## config.mk

```make
export PLATFORM = sky130hd
export DESIGN_NAME = serial_reply_frame_parser
export DESIGN_NICKNAME = d
export VERILOG_FILES = /design/src/hdl/srfp_pkg.sv /design/src/hdl/serial_reply_frame_parser.sv /design/src/hdl/srfp_in_stage.sv /design/src/hdl/srfp_cfg.sv /design/src/hdl/srfp_parser.sv /design/src/hdl/srfp_out_reg.sv
export VERILOG_INCLUDE_DIRS = /design/src /design/src/hdl
export SDC_FILE = /design/constraint.sdc
export NUM_CORES = 1
export LEC_CHECK = 0
export BUFFER_PORTS_ARGS = -buffer_cell sky130_fd_sc_hd__buf_2
export CAP_MARGIN = 10
export CORE_MARGIN = 2
export CORE_UTILIZATION = 50
export DETAILED_ROUTE_END_ITERATION = 12
export PLACE_DENSITY = 0.69
export SLEW_MARGIN = 5
export SYNTH_ARGS = -nofsm -noshare
export SYNTH_HDL_FRONTEND = slang
export SYNTH_SLANG_ARGS = --single-unit
export TNS_END_PERCENT = 10
```

## constraint.sdc

```tcl
create_clock -name aclk -period 3.8 [get_ports aclk]
set_clock_uncertainty 0.1 [all_clocks]
set_input_delay 0.57 -clock aclk [delete_from_list [all_inputs] [get_ports aclk]]
set_output_delay 0.57 -clock aclk [all_outputs]
set_load 0.05 [all_outputs]
```

## src/hdl/serial_reply_frame_parser_defines.svh

```systemverilog
// ----------------------------------------------------------------------------
// Serial reply frame parser assertion macros
// Shared concurrent assertion forms, clocked on aclk and disabled in reset.
// ----------------------------------------------------------------------------
`ifndef SERIAL_REPLY_FRAME_PARSER_DEFINES_SVH
`define SERIAL_REPLY_FRAME_PARSER_DEFINES_SVH

// The consequent must hold in the same cycle as the antecedent.
`define SRFP_ASSERT_IMPL(name, ante, cons) \
    name: assert property (@(posedge aclk) disable iff (!aresetn) (ante) |-> (cons)) \
        else $error("srfp: same-cycle check failed");

// The consequent must hold in the cycle after the antecedent.
`define SRFP_ASSERT_NEXT(name, ante, cons) \
    name: assert property (@(posedge aclk) disable iff (!aresetn) (ante) |=> (cons)) \
        else $error("srfp: next-cycle check failed");

`endif

```

## src/hdl/srfp_pkg.sv

```systemverilog
// ----------------------------------------------------------------------------
// Serial reply frame parser package
// Phase codes, status codes, register indexes and the structs passed
// between the parser's submodules.
// ----------------------------------------------------------------------------
package srfp_pkg;

    localparam logic [7:0] PREAMBLE_0 = 8'h55;
    localparam logic [7:0] PREAMBLE_1 = 8'hAA;

    localparam logic CFG_EXPECTED_CMD = 1'b0;
    localparam logic CFG_ACCEPT_LEN   = 1'b1;

    localparam logic [6:0] ACCEPT_LEN_RESET = 7'd64;

    typedef enum logic [7:0] {
        PH_PRE0  = 8'b0000_0001,
        PH_PRE1  = 8'b0000_0010,
        PH_CMD   = 8'b0000_0100,
        PH_RSVD  = 8'b0000_1000,
        PH_LENLO = 8'b0001_0000,
        PH_LENHI = 8'b0010_0000,
        PH_DATA  = 8'b0100_0000,
        PH_SUM   = 8'b1000_0000
    } phase_t;

    typedef enum logic [1:0] {
        ST_OK           = 2'd0,
        ST_CMD_MISMATCH = 2'd1,
        ST_TIMEOUT      = 2'd2
    } frame_status_t;

    typedef struct packed {
        logic [7:0] expected_cmd;
        logic [6:0] fwd_limit;
    } cfg_t;

    typedef struct packed {
        logic       valid;
        logic       link_timeout;
        logic [7:0] rx_byte;
    } item_t;

    typedef struct packed {
        logic          is_status;
        logic [7:0]    payload_byte;
        frame_status_t frame_status;
        logic          preamble_bad;
        logic          checksum_bad;
        logic [6:0]    delivered_count;
        logic [7:0]    received_cmd;
    } result_t;

endpackage

```

## src/hdl/serial_reply_frame_parser.sv

```systemverilog
// ----------------------------------------------------------------------------
// Serial reply frame parser
// Takes one received byte per item, forwards payload bytes of matching
// frames up to the forwarding length and reports one status item at the end of every frame or on a link timeout.
// ----------------------------------------------------------------------------
// The parser accepts one byte every clock cycle as long as results are taken
// at the same pace. An accepted byte is held in an input register, the frame
// phase logic and 8-bit checksum add act on it from that register, and any
// result it causes is written into the output register and shown on the m_
// side from there. A result waiting on a stalled consumer stops acceptance
// only once the input register is also full. Configuration writes are always
// ready and take effect in the next cycle.
`include "serial_reply_frame_parser_defines.svh"

module serial_reply_frame_parser #(
    parameter int MAX_ACCEPT = 64
) (
    input  logic       aclk,
    input  logic       aresetn,
    input  logic       s_valid,
    output logic       s_ready,
    input  logic [7:0] s_rx_byte,
    input  logic       s_link_timeout,
    output logic       m_valid,
    input  logic       m_ready,
    output logic       m_is_status,
    output logic [7:0] m_payload_byte,
    output logic [1:0] m_frame_status,
    output logic       m_preamble_bad,
    output logic       m_checksum_bad,
    output logic [6:0] m_delivered_count,
    output logic [7:0] m_received_cmd,
    input  logic       cfg_valid,
    output logic       cfg_ready,
    input  logic       cfg_index,
    input  logic [7:0] cfg_data
);

    srfp_pkg::item_t   item;
    srfp_pkg::cfg_t    cfg;
    srfp_pkg::result_t res;
    logic              advance;
    logic              res_load;
    logic              can_take;

    assign advance = item.valid && can_take;

    srfp_in_stage u_in_stage (
        .aclk           (aclk),
        .aresetn        (aresetn),
        .s_valid        (s_valid),
        .s_ready        (s_ready),
        .s_rx_byte      (s_rx_byte),
        .s_link_timeout (s_link_timeout),
        .advance        (advance),
        .item           (item)
    );

    srfp_cfg #(
        .MAX_ACCEPT (MAX_ACCEPT)
    ) u_cfg (
        .aclk      (aclk),
        .aresetn   (aresetn),
        .cfg_valid (cfg_valid),
        .cfg_ready (cfg_ready),
        .cfg_index (cfg_index),
        .cfg_data  (cfg_data),
        .cfg       (cfg)
    );

    srfp_parser u_parser (
        .aclk     (aclk),
        .aresetn  (aresetn),
        .advance  (advance),
        .item     (item),
        .cfg      (cfg),
        .res_load (res_load),
        .res      (res)
    );

    srfp_out_reg u_out_reg (
        .aclk              (aclk),
        .aresetn           (aresetn),
        .load              (res_load),
        .res               (res),
        .can_take          (can_take),
        .m_valid           (m_valid),
        .m_ready           (m_ready),
        .m_is_status       (m_is_status),
        .m_payload_byte    (m_payload_byte),
        .m_frame_status    (m_frame_status),
        .m_preamble_bad    (m_preamble_bad),
        .m_checksum_bad    (m_checksum_bad),
        .m_delivered_count (m_delivered_count),
        .m_received_cmd    (m_received_cmd)
    );

    // Payload items carry nothing but the byte.
    `SRFP_ASSERT_IMPL(a_payload_clean, m_valid && !m_is_status, (m_frame_status == srfp_pkg::ST_OK) && (m_delivered_count == 7'd0) && !m_checksum_bad && !m_preamble_bad && (m_received_cmd == 8'd0))
    // A mismatch or timeout never reports forwarded bytes.
    `SRFP_ASSERT_IMPL(a_error_no_count, m_valid && m_is_status && (m_frame_status != srfp_pkg::ST_OK), m_delivered_count == 7'd0)
    `SRFP_ASSERT_IMPL(a_count_limit, m_valid, int'(m_delivered_count) <= MAX_ACCEPT)
    // A produced result must land in the output register.
    `SRFP_ASSERT_NEXT(a_result_lands, res_load, m_valid)

endmodule

```

## src/hdl/srfp_in_stage.sv

```systemverilog
// ----------------------------------------------------------------------------
// Input stage
// Registers one received item; the stage refills in the same cycle it drains.
// ----------------------------------------------------------------------------
module srfp_in_stage (
    input  logic            aclk,
    input  logic            aresetn,
    input  logic            s_valid,
    output logic            s_ready,
    input  logic [7:0]      s_rx_byte,
    input  logic            s_link_timeout,
    input  logic            advance,
    output srfp_pkg::item_t item
);

    logic       valid_reg;
    logic [7:0] rx_byte_reg;
    logic       link_timeout_reg;

    assign s_ready = !valid_reg || advance;

    always_ff @(posedge aclk) begin
        if (!aresetn) begin
            valid_reg <= 1'b0;
        end else if (s_ready) begin
            valid_reg <= s_valid;
        end
    end

    always_ff @(posedge aclk) begin
        if (s_valid && s_ready) begin
            rx_byte_reg      <= s_rx_byte;
            link_timeout_reg <= s_link_timeout;
        end
    end

    assign item.valid        = valid_reg;
    assign item.link_timeout = link_timeout_reg;
    assign item.rx_byte      = rx_byte_reg;

endmodule

```

## src/hdl/srfp_cfg.sv

```systemverilog
// ----------------------------------------------------------------------------
// Configuration registers
// Holds the expected command and the forwarding length, and clamps the
// length to the build-time maximum.
// ----------------------------------------------------------------------------
module srfp_cfg #(
    parameter int MAX_ACCEPT = 64
) (
    input  logic           aclk,
    input  logic           aresetn,
    input  logic           cfg_valid,
    output logic           cfg_ready,
    input  logic           cfg_index,
    input  logic [7:0]     cfg_data,
    output srfp_pkg::cfg_t cfg
);

    localparam logic [15:0] MAX_ACCEPT_W = 16'(MAX_ACCEPT);

    logic [7:0] expected_cmd_reg;
    logic [6:0] accept_len_reg;

    assign cfg_ready = 1'b1;

    always_ff @(posedge aclk) begin
        if (!aresetn) begin
            expected_cmd_reg <= 8'd0;
            accept_len_reg   <= srfp_pkg::ACCEPT_LEN_RESET;
        end else if (cfg_valid && cfg_ready) begin
            unique case (cfg_index)
                srfp_pkg::CFG_EXPECTED_CMD: begin
                    expected_cmd_reg <= cfg_data;
                end
                srfp_pkg::CFG_ACCEPT_LEN: begin
                    accept_len_reg <= cfg_data[6:0];
                end
                default: begin
                end
            endcase
        end
    end

    assign cfg.expected_cmd = expected_cmd_reg;
    assign cfg.fwd_limit    = ({9'd0, accept_len_reg} > MAX_ACCEPT_W) ?
                              MAX_ACCEPT_W[6:0] : accept_len_reg;

endmodule

```

## src/hdl/srfp_parser.sv

```systemverilog
// ----------------------------------------------------------------------------
// Frame parser
// Frame phase state and running checksum; decides per byte whether a
// payload or status result is produced.
// ----------------------------------------------------------------------------
module srfp_parser (
    input  logic              aclk,
    input  logic              aresetn,
    input  logic              advance,
    input  srfp_pkg::item_t   item,
    input  srfp_pkg::cfg_t    cfg,
    output logic              res_load,
    output srfp_pkg::result_t res
);

    srfp_pkg::phase_t phase_reg, phase_next;
    logic [7:0]       running_sum_reg, running_sum_next;
    logic [15:0]      frame_length_reg, frame_length_next;
    logic [15:0]      payload_index_reg, payload_index_next;
    logic             cmd_matched_reg, cmd_matched_next;
    logic             preamble_error_reg, preamble_error_next;
    logic [7:0]       seen_cmd_reg, seen_cmd_next;

    logic [7:0]  rx_byte;
    logic [7:0]  sum_add;
    logic [15:0] index_inc;
    logic [15:0] length_full;
    logic [15:0] limit_w;
    logic        has_result;
    logic        clear_frame;

    assign rx_byte     = item.rx_byte;
    assign sum_add     = running_sum_reg + rx_byte;
    assign index_inc   = payload_index_reg + 16'd1;
    assign length_full = {rx_byte, frame_length_reg[7:0]};
    assign limit_w     = {9'd0, cfg.fwd_limit};

    always_comb begin
        phase_next          = phase_reg;
        running_sum_next    = running_sum_reg;
        frame_length_next   = frame_length_reg;
        payload_index_next  = payload_index_reg;
        cmd_matched_next    = cmd_matched_reg;
        preamble_error_next = preamble_error_reg;
        seen_cmd_next       = seen_cmd_reg;
        res                 = '0;
        has_result          = 1'b0;
        clear_frame         = 1'b0;

        if (item.link_timeout) begin
            // Abort reports what was seen so far of the frame.
            has_result       = 1'b1;
            res.is_status    = 1'b1;
            res.frame_status = srfp_pkg::ST_TIMEOUT;
            res.preamble_bad = preamble_error_reg;
            res.received_cmd = seen_cmd_reg;
            clear_frame      = 1'b1;
        end else begin
            unique case (phase_reg)
                srfp_pkg::PH_PRE0: begin
                    clear_frame = 1'b1;
                end
                srfp_pkg::PH_PRE1: begin
                    if (rx_byte != srfp_pkg::PREAMBLE_1) begin
                        preamble_error_next = 1'b1;
                    end
                    phase_next = srfp_pkg::PH_CMD;
                end
                srfp_pkg::PH_CMD: begin
                    seen_cmd_next    = rx_byte;
                    cmd_matched_next = (rx_byte == cfg.expected_cmd);
                    running_sum_next = sum_add;
                    phase_next       = srfp_pkg::PH_RSVD;
                end
                srfp_pkg::PH_RSVD: begin
                    running_sum_next = sum_add;
                    phase_next       = srfp_pkg::PH_LENLO;
                end
                srfp_pkg::PH_LENLO: begin
                    running_sum_next  = sum_add;
                    frame_length_next = {8'd0, rx_byte};
                    phase_next        = srfp_pkg::PH_LENHI;
                end
                srfp_pkg::PH_LENHI: begin
                    running_sum_next   = sum_add;
                    frame_length_next  = length_full;
                    payload_index_next = 16'd0;
                    phase_next = (length_full == 16'd0) ? srfp_pkg::PH_SUM : srfp_pkg::PH_DATA;
                end
                srfp_pkg::PH_DATA: begin
                    running_sum_next = sum_add;
                    if (cmd_matched_reg && (payload_index_reg < limit_w)) begin
                        has_result       = 1'b1;
                        res.payload_byte = rx_byte;
                    end
                    payload_index_next = index_inc;
                    if (index_inc >= frame_length_reg) begin
                        phase_next = srfp_pkg::PH_SUM;
                    end
                end
                srfp_pkg::PH_SUM: begin
                    has_result       = 1'b1;
                    res.is_status    = 1'b1;
                    res.preamble_bad = preamble_error_reg;
                    res.checksum_bad = (rx_byte != running_sum_reg);
                    res.received_cmd = seen_cmd_reg;
                    if (cmd_matched_reg) begin
                        res.frame_status    = srfp_pkg::ST_OK;
                        res.delivered_count = (frame_length_reg < limit_w) ?
                                              frame_length_reg[6:0] : cfg.fwd_limit;
                    end else begin
                        res.frame_status = srfp_pkg::ST_CMD_MISMATCH;
                    end
                    clear_frame = 1'b1;
                end
                default: begin
                    clear_frame = 1'b1;
                end
            endcase
        end

        if (clear_frame) begin
            phase_next          = srfp_pkg::PH_PRE0;
            running_sum_next    = 8'd0;
            frame_length_next   = 16'd0;
            payload_index_next  = 16'd0;
            cmd_matched_next    = 1'b0;
            preamble_error_next = 1'b0;
            seen_cmd_next       = 8'd0;
        end

        // The first preamble byte starts a fresh frame and is checked on top of it.
        if (!item.link_timeout && (phase_reg == srfp_pkg::PH_PRE0)) begin
            preamble_error_next = (rx_byte != srfp_pkg::PREAMBLE_0);
            phase_next          = srfp_pkg::PH_PRE1;
        end
    end

    assign res_load = advance && has_result;

    always_ff @(posedge aclk) begin
        if (!aresetn) begin
            phase_reg          <= srfp_pkg::PH_PRE0;
            running_sum_reg    <= 8'd0;
            frame_length_reg   <= 16'd0;
            payload_index_reg  <= 16'd0;
            cmd_matched_reg    <= 1'b0;
            preamble_error_reg <= 1'b0;
            seen_cmd_reg       <= 8'd0;
        end else if (advance) begin
            phase_reg          <= phase_next;
            running_sum_reg    <= running_sum_next;
            frame_length_reg   <= frame_length_next;
            payload_index_reg  <= payload_index_next;
            cmd_matched_reg    <= cmd_matched_next;
            preamble_error_reg <= preamble_error_next;
            seen_cmd_reg       <= seen_cmd_next;
        end
    end

endmodule

```

## src/hdl/srfp_out_reg.sv

```systemverilog
// ----------------------------------------------------------------------------
// Result register
// Holds one result until the consumer takes it.
// ----------------------------------------------------------------------------
module srfp_out_reg (
    input  logic              aclk,
    input  logic              aresetn,
    input  logic              load,
    input  srfp_pkg::result_t res,
    output logic              can_take,
    output logic              m_valid,
    input  logic              m_ready,
    output logic              m_is_status,
    output logic [7:0]        m_payload_byte,
    output logic [1:0]        m_frame_status,
    output logic              m_preamble_bad,
    output logic              m_checksum_bad,
    output logic [6:0]        m_delivered_count,
    output logic [7:0]        m_received_cmd
);

    logic              valid_reg;
    srfp_pkg::result_t res_reg;

    assign can_take = !valid_reg || m_ready;

    always_ff @(posedge aclk) begin
        if (!aresetn) begin
            valid_reg <= 1'b0;
        end else if (load) begin
            valid_reg <= 1'b1;
        end else if (m_ready) begin
            valid_reg <= 1'b0;
        end
    end

    always_ff @(posedge aclk) begin
        if (load) begin
            res_reg <= res;
        end
    end

    assign m_valid           = valid_reg;
    assign m_is_status       = res_reg.is_status;
    assign m_payload_byte    = res_reg.payload_byte;
    assign m_frame_status    = res_reg.frame_status;
    assign m_preamble_bad    = res_reg.preamble_bad;
    assign m_checksum_bad    = res_reg.checksum_bad;
    assign m_delivered_count = res_reg.delivered_count;
    assign m_received_cmd    = res_reg.received_cmd;

endmodule
```

After elaboration in Yosys (flattened, before gate mapping)
Cells that the tools add are included.
- output and inout port bits: 31
- memories: 0
- register bits after elaboration: 112
- memory bits (writable): 0
- input port bits: 23
- bits in read-only memories: 0
- word-level logic and storage cells: 124
- latch bits: 0
- div/mod/pow operators: 0
- mux-type cells: 41
- bitwise operators: 5
- order comparisons: 4
- add/sub/neg operators: 2
- $mul: 0
- reduce and logical (&&, ||, !) cells: 34
- shift-type cells: 0
- eq/ne operators: 16
- operator list (operator ; number):
    $mux 8 ; 12
    $mux 16 ; 4
    $pmux 16 s2 ; 2
    $pmux 8 s6 ; 1
    $lt 16x7->1 ; 2
    $mux 7 ; 3
    $mux 1 ; 17
    $mux 17 ; 1
    $add 16x1->16 const B ; 1
    $ge 16x16->1 ; 1
    $logic_not 16->1 ; 1
    $reduce_and 3->1 ; 4
    $reduce_and 4->1 ; 3
    $reduce_bool 3->1 ; 4
    $add 8x8->8 ; 1
    $eq 8x1->1 const B ; 1
    $eq 8x2->1 const B ; 1
    $eq 8x3->1 const B ; 1
    $eq 8x4->1 const B ; 1
    $eq 8x5->1 const B ; 1
    $eq 8x6->1 const B ; 1
    $eq 8x7->1 const B ; 1
    $eq 8x8->1 ; 1
    $eq 8x8->1 const B ; 1
    other kinds (19) ; 36

Logic depth before layout (Yosys ltp)
- word-level depth: 9
- depth in mapped cells: 13
- gate-level depth less buffers: 13

Cells and area by module
Synthesis repeated with hierarchy kept, for this count alone.
- cell total of the unflattened synthesis: 626
- area total of the unflattened synthesis: 6097.1 um^2
- by module, submodules not included (module ; sequential area each (um^2) ; instances ; cells an instance ; area each (um^2)):
    srfp_parser ; 1161.1 ; 1 ; 508 ; 4222.8
    srfp_out_reg ; 860.8 ; 1 ; 32 ; 889.6
    srfp_cfg ; 300.3 ; 1 ; 69 ; 635.6
    srfp_in_stage ; 290.3 ; 1 ; 16 ; 342.8
    serial_reply_frame_parser ; 0.0 ; 1 ; 1 ; 6.3

Worst setup path before layout
No wires, ideal clock.
- path type: reg-to-reg
- start point: register u_cfg.accept_len_reg[6]
- end point: register u_out_reg.res_reg, in the netlist u_out_reg.m_checksum_bad (enable)
- path buffers: 0
- stages on the path, launching flop included: 9
- slack: 0.418 ns
- library setup time: 0.422 ns
- period minus slack after synthesis: 3.382 ns
- arrival time: 2.860 ns
- required time: 3.278 ns
- path through: dfxtp_1 -> inv_1 -> nand2_1 -> ha_1 -> a21o_1 -> a211o_1 -> nand4_1 -> nand2_1 -> a21oi_1
- longest elaborated chain between the ends: 8
- RTL lines (item ; RTL line ; RTL):
    start, declared ; srfp_cfg.sv:21 ; logic [6:0] accept_len_reg;
    start signal, assigned ; srfp_cfg.sv:28 ; accept_len_reg <= srfp_pkg::ACCEPT_LEN_RESET;
    start signal, assigned ; srfp_cfg.sv:35 ; accept_len_reg <= cfg_data[6:0];
    $gt 7x7->1 ; srfp_cfg.sv:44 ; assign cfg.fwd_limit = ({9'd0, accept_len_reg} > MAX_ACCEPT_W) ?
    $mux 7 (*) ; srfp_cfg.sv:44 ;
    $lt 16x7->1 (*) ; srfp_parser.sv:92 ; if (cmd_matched_reg && (payload_index_reg < limit_w)) begin
    $logic_and 1x1->1 (*) ; srfp_parser.sv:92 ;
    $mux 1 (*) ; srfp_parser.sv:92 ;
    $pmux 1 s2 (*) ; srfp_parser.sv:59 ; unique case (phase_reg)
    $mux 1 (*) ; srfp_parser.sv:50 ; if (item.link_timeout) begin
    $logic_and 1x1->1 (*) ; srfp_parser.sv:139 ; assign res_load = advance && has_result;
    net res_load ; serial_reply_frame_parser.sv:43 ; logic res_load;
    end signal, assigned ; srfp_out_reg.sv:39 ; res_reg <= res;
    end, declared ; srfp_out_reg.sv:23 ; srfp_pkg::result_t res_reg;
The timed path passes the listed nets; every way through them passes the cells marked *.
A chain may end at the register's enable or synchronous reset.

Worst setup path after layout
- start point: register u_parser.payload_index_reg[0]
- end point: register u_parser.phase_reg[3]
- longest elaborated chain between the ends: 4
- RTL lines (item ; RTL line ; RTL):
    start, declared ; srfp_parser.sv:19 ; logic [15:0] payload_index_reg, payload_index_next;
    start signal, assigned ; srfp_parser.sv:154 ; payload_index_reg <= payload_index_next;
    $add 16x1->16 ; srfp_parser.sv:34 ; assign index_inc = payload_index_reg + 16'd1;
    $ge 16x16->1 ; srfp_parser.sv:97 ; if (index_inc >= frame_length_reg) begin
    $ne 4x1->1 (no source line) ; n/a ;
    $reduce_and 4->1 (no source line) ; n/a ;
    end signal, assigned ; srfp_parser.sv:143 ; phase_reg <= srfp_pkg::PH_PRE0;
    end signal, assigned ; srfp_parser.sv:151 ; phase_reg <= phase_next;
    end, declared ; srfp_parser.sv:16 ; srfp_pkg::phase_t phase_reg, phase_next;
Every way passes these cells.

==> key figures <==
Pwr
  – Worst IR Drop VDD: 0.216 mV
  – Seq pwr share: 53.2%
  – Power per cell area: 362 mW/mm^2
  – P_int: 1.79 mW
  – Clock group share of total power: 39.1%
  – Leak: 2.62 nW
  – Sw Share: 25.9%
  – Comb pwr share: 7.7%
  – Tot Pwr: 2.41 mW
  – Sw Pwr: 624 uW

Critical path
  – Family with the most delay on the worst path: simple AND/OR/NAND/NOR gates
  – Buf+Inv Stages, Crit Path: 0
  – R2R depth: 13
  – Crit path max fanout: 7
  – Startpoint types: register
  – CP most frequent cell: ha_1
  – Crit path kind: register to register
  – Worst setup EP type: register
  – Crit-path max cell delay: 460 ps
  – Arr. time, crit path: 3670 ps
  – Worst EP required: 3940 ps
  – CP cell instances: ha_1 > nand3_1 > or2_2 > nor2b_1 > nand2_1 > xnor2_1 > ha_1 > a21o_1 > a21oi_1 > o21ai_0 > a22oi_1 > o21ai_4 > mux2_1
  – Reg2reg start: u_parser.payload_index_reg[0]$_SDFFE_PN0P_
  – R2R Path End: u_parser.phase_reg[3]$_SDFFE_PN0P_
  – Flop-to-flop setup slack: 270 ps
  – CP max stage cell: dfxtp_1

Route
  – Drt drc: 0
  – Final ANT Viol Nets: 0
  – DRT iter0 DRCs: 359
  – DRT Pass-1 Iters: 5
  – Avg WL per Cell: 17.3 microns
  – Routed WL: 14300 microns
  – Avg Vias per Cell: 6.05
  – Via count: 4973

Synthesis
  – Mapped cell area: 0.00597 sq mm
  – Top FF cell, synth: dfxtp_1
  – Post-synth top area cell: dfxtp_1
  – Yosys top cell area share: 25.1%
  – Yosys reg bits: 112
  – Syn avg cell area: 9.41 sq um
  – Distinct cells, synth: 67
  – YS warnings: 0
  – Ys async rst share: 0%
  – Seq/Total Area, Yosys: 43.7%
  – Syn Nets: 695
  – Mapped Cells: 635
  – Post-synth EDFFs: 37
  – Largest cells by area after synthesis: dfxtp_1 25%, edfxtp_1 19%, ha_1 7.5%

Placement
  – IO Port Bufs: 52
  – Worst slack at placement: 217 ps
  – Placed cell count: 801
  – DP HPWL: 10100 microns
  – GPL Wtd Cong: 0.881

Clocking
  – H-Tree Depth: 3
  – CTS tree: yes
  – CTS Buf Count: 9
  – Worst-Skew Late Latency: 350 ps
  – Clk sinks: 112
  – Clock transition at the registers of the reported paths: 80 ps
  – CTS Hold Bufs: 0
  – Clock Tree Buf Depth: 2
  – Clock root cell: clkbuf_16

Layout
  – Most common cell after layout, fill and taps aside: nand2_1
  – Most frequent cells in the layout: 78 x nand2_1, 75 x dfxtp_1, 52 x buf_2
  – Final nets: 734
  – Share of layout cells above drive strength 1: 15.0%
  – P&R area growth vs syn: 11.5%
  – Final Util: 57.8%
  – N_diodes: 0
  – Cell Count, Final, Fillers Out: 822

Timing
  – Tcrit/Tclk final: 92.8%
  – Slew Viols, Final: 0
  – Worst slew pin tran: 1050 ps
  – Setup TNS: 0 ps
  – Worst slew margin: 28.3%
  – Final Critical Period: 3530 ps
  – Final WS setup: 272 ps
  – Finish-stage setup viols: 0
  – Final hold vios: 0
  – Max frequency: 283 MHz

Hold path
  – Worst hold endpoint: u_in_stage.rx_byte_reg[2]$_DFFE_PP_
  – Hold Path Class: input port to register
  – Hold Crit Depth: 1
  – HP Start: s_rx_byte[2]

Global routing
  – Pin count of the biggest net entering global routing: 50
  – Initial antenna violation count: 0
  – Grt ovf: 0
  – Total GRT Usage: 22.9%
  – Vias in the first global route: 4621
  – First-pass GRT wire length: 23300 microns

Die
  – # IOs: 54
  – Row count: 39
  – Die height: 113 microns
  – DIE WIDTH: 113 microns
  – Initial Util: 51.9%
  – Core area: 0.0115 sq mm
  – Total die area: 0.0128 sq mm

Outcome
  – Status: complete, no violations

Flow run
  – Max cap viols: 0
[kinds of logic (layout without fill, tap and decap cells)]
| family | count (synthesis) | count (layout) | share of synthesized area [%] |
|---|---|---|---|
| other | 1 | 1 | 0.0628 |
| buffers and inverters | 57 | 101 | 3.94 |
| AOI/OAI and AO/OA | 125 | 125 | 14.8 |
| DFF | 112 | 112 | 43.7 |
| adders and majority gates | 37 | 37 | 7.88 |
| muxes | 16 | 16 | 2.72 |
| xor gates and xnor gates | 30 | 30 | 4.40 |
| and+or+nand+nor | 257 | 257 | 22.5 |
[power groups by stage]
stage	Clock (mW)	Sequential [mW]	Combinational (mW)
after floorplan	0	1.31	0.120
after global placement	0	1.31	0.173
after detailed placement	0	1.31	0.178
after CTS	0.959	1.28	0.179
after global routing	1.01	1.29	0.204
final	0.942	1.28	0.186
[synthesized netlist by cell type, types with 6 or more instances]
cell type	n
and3_1	6
o21ai_0	10
nor2_1	28
and2_1	12
inv_1	20
a22o_1	16
nor2b_1	21
ha_1	36
xnor2_1	22
a21oi_1	44
mux2i_1	14
nor3_1	10
a31o_2	8
nand3_1	36
a21o_1	8
xor2_1	8
or3_1	7
nand4_1	11
clkbuf_1	28
dfxtp_1	75
nand2_1	78
edfxtp_1	37
nor4_1	20
[through the flow]
step	instance area (sq um)	hold slack, ps
2_1_floorplan	5970	324
3_3_place_gp	6320	344
3_5_place_dp	6320	352
4_1_cts	6620	279
5_1_grt	6660	275
6_report	6660	286
[final cells by class]
type,instances,area [sq um]
Clock inverter,7,66.3
Fill cell,1003,4850
Timing Repair Buffer,64,363
Inverter,21,78.8
Clock buffer,9,225
Tap cell,143,179
Sequential cell,112,2610
Multi-Input combinational cell,466,3140
[worst max-delay path by stage]
stage,from,end,slack [ps],cells past startpoint
after floorplan,u_cfg.accept_len_reg[6]$_SDFFE_PN1P_,u_out_reg.m_checksum_bad$_SDFFCE_PP0P_,420,8
after global placement,u_parser.payload_index_reg[0]$_SDFFE_PN0P_,u_parser.phase_reg[3]$_SDFFE_PN0P_,380,12
after detailed placement,u_parser.payload_index_reg[0]$_SDFFE_PN0P_,u_parser.phase_reg[3]$_SDFFE_PN0P_,220,12
after CTS,u_parser.payload_index_reg[0]$_SDFFE_PN0P_,u_parser.phase_reg[3]$_SDFFE_PN0P_,200,12
after global routing,u_parser.payload_index_reg[0]$_SDFFE_PN0P_,u_parser.phase_reg[3]$_SDFFE_PN0P_,-10,13
final,u_parser.payload_index_reg[0]$_SDFFE_PN0P_,u_parser.phase_reg[3]$_SDFFE_PN0P_,270,13
[what timing repair did]
item | CTS | global route
buffers inserted | 0 | 5
gates resized for setup | 0 | 1
setup endpoints to repair | 0 | 3
[layer usage]
metal / global-route usage [%] / share of wire (%)
met1: 31.5 / 44
met2: 37.0 / 47
met3: 3.86 / 6.5
met4: 7.48 / 1.9
met5: 0 / 0
No activity file was read; power rests on OpenSTA's default activity.
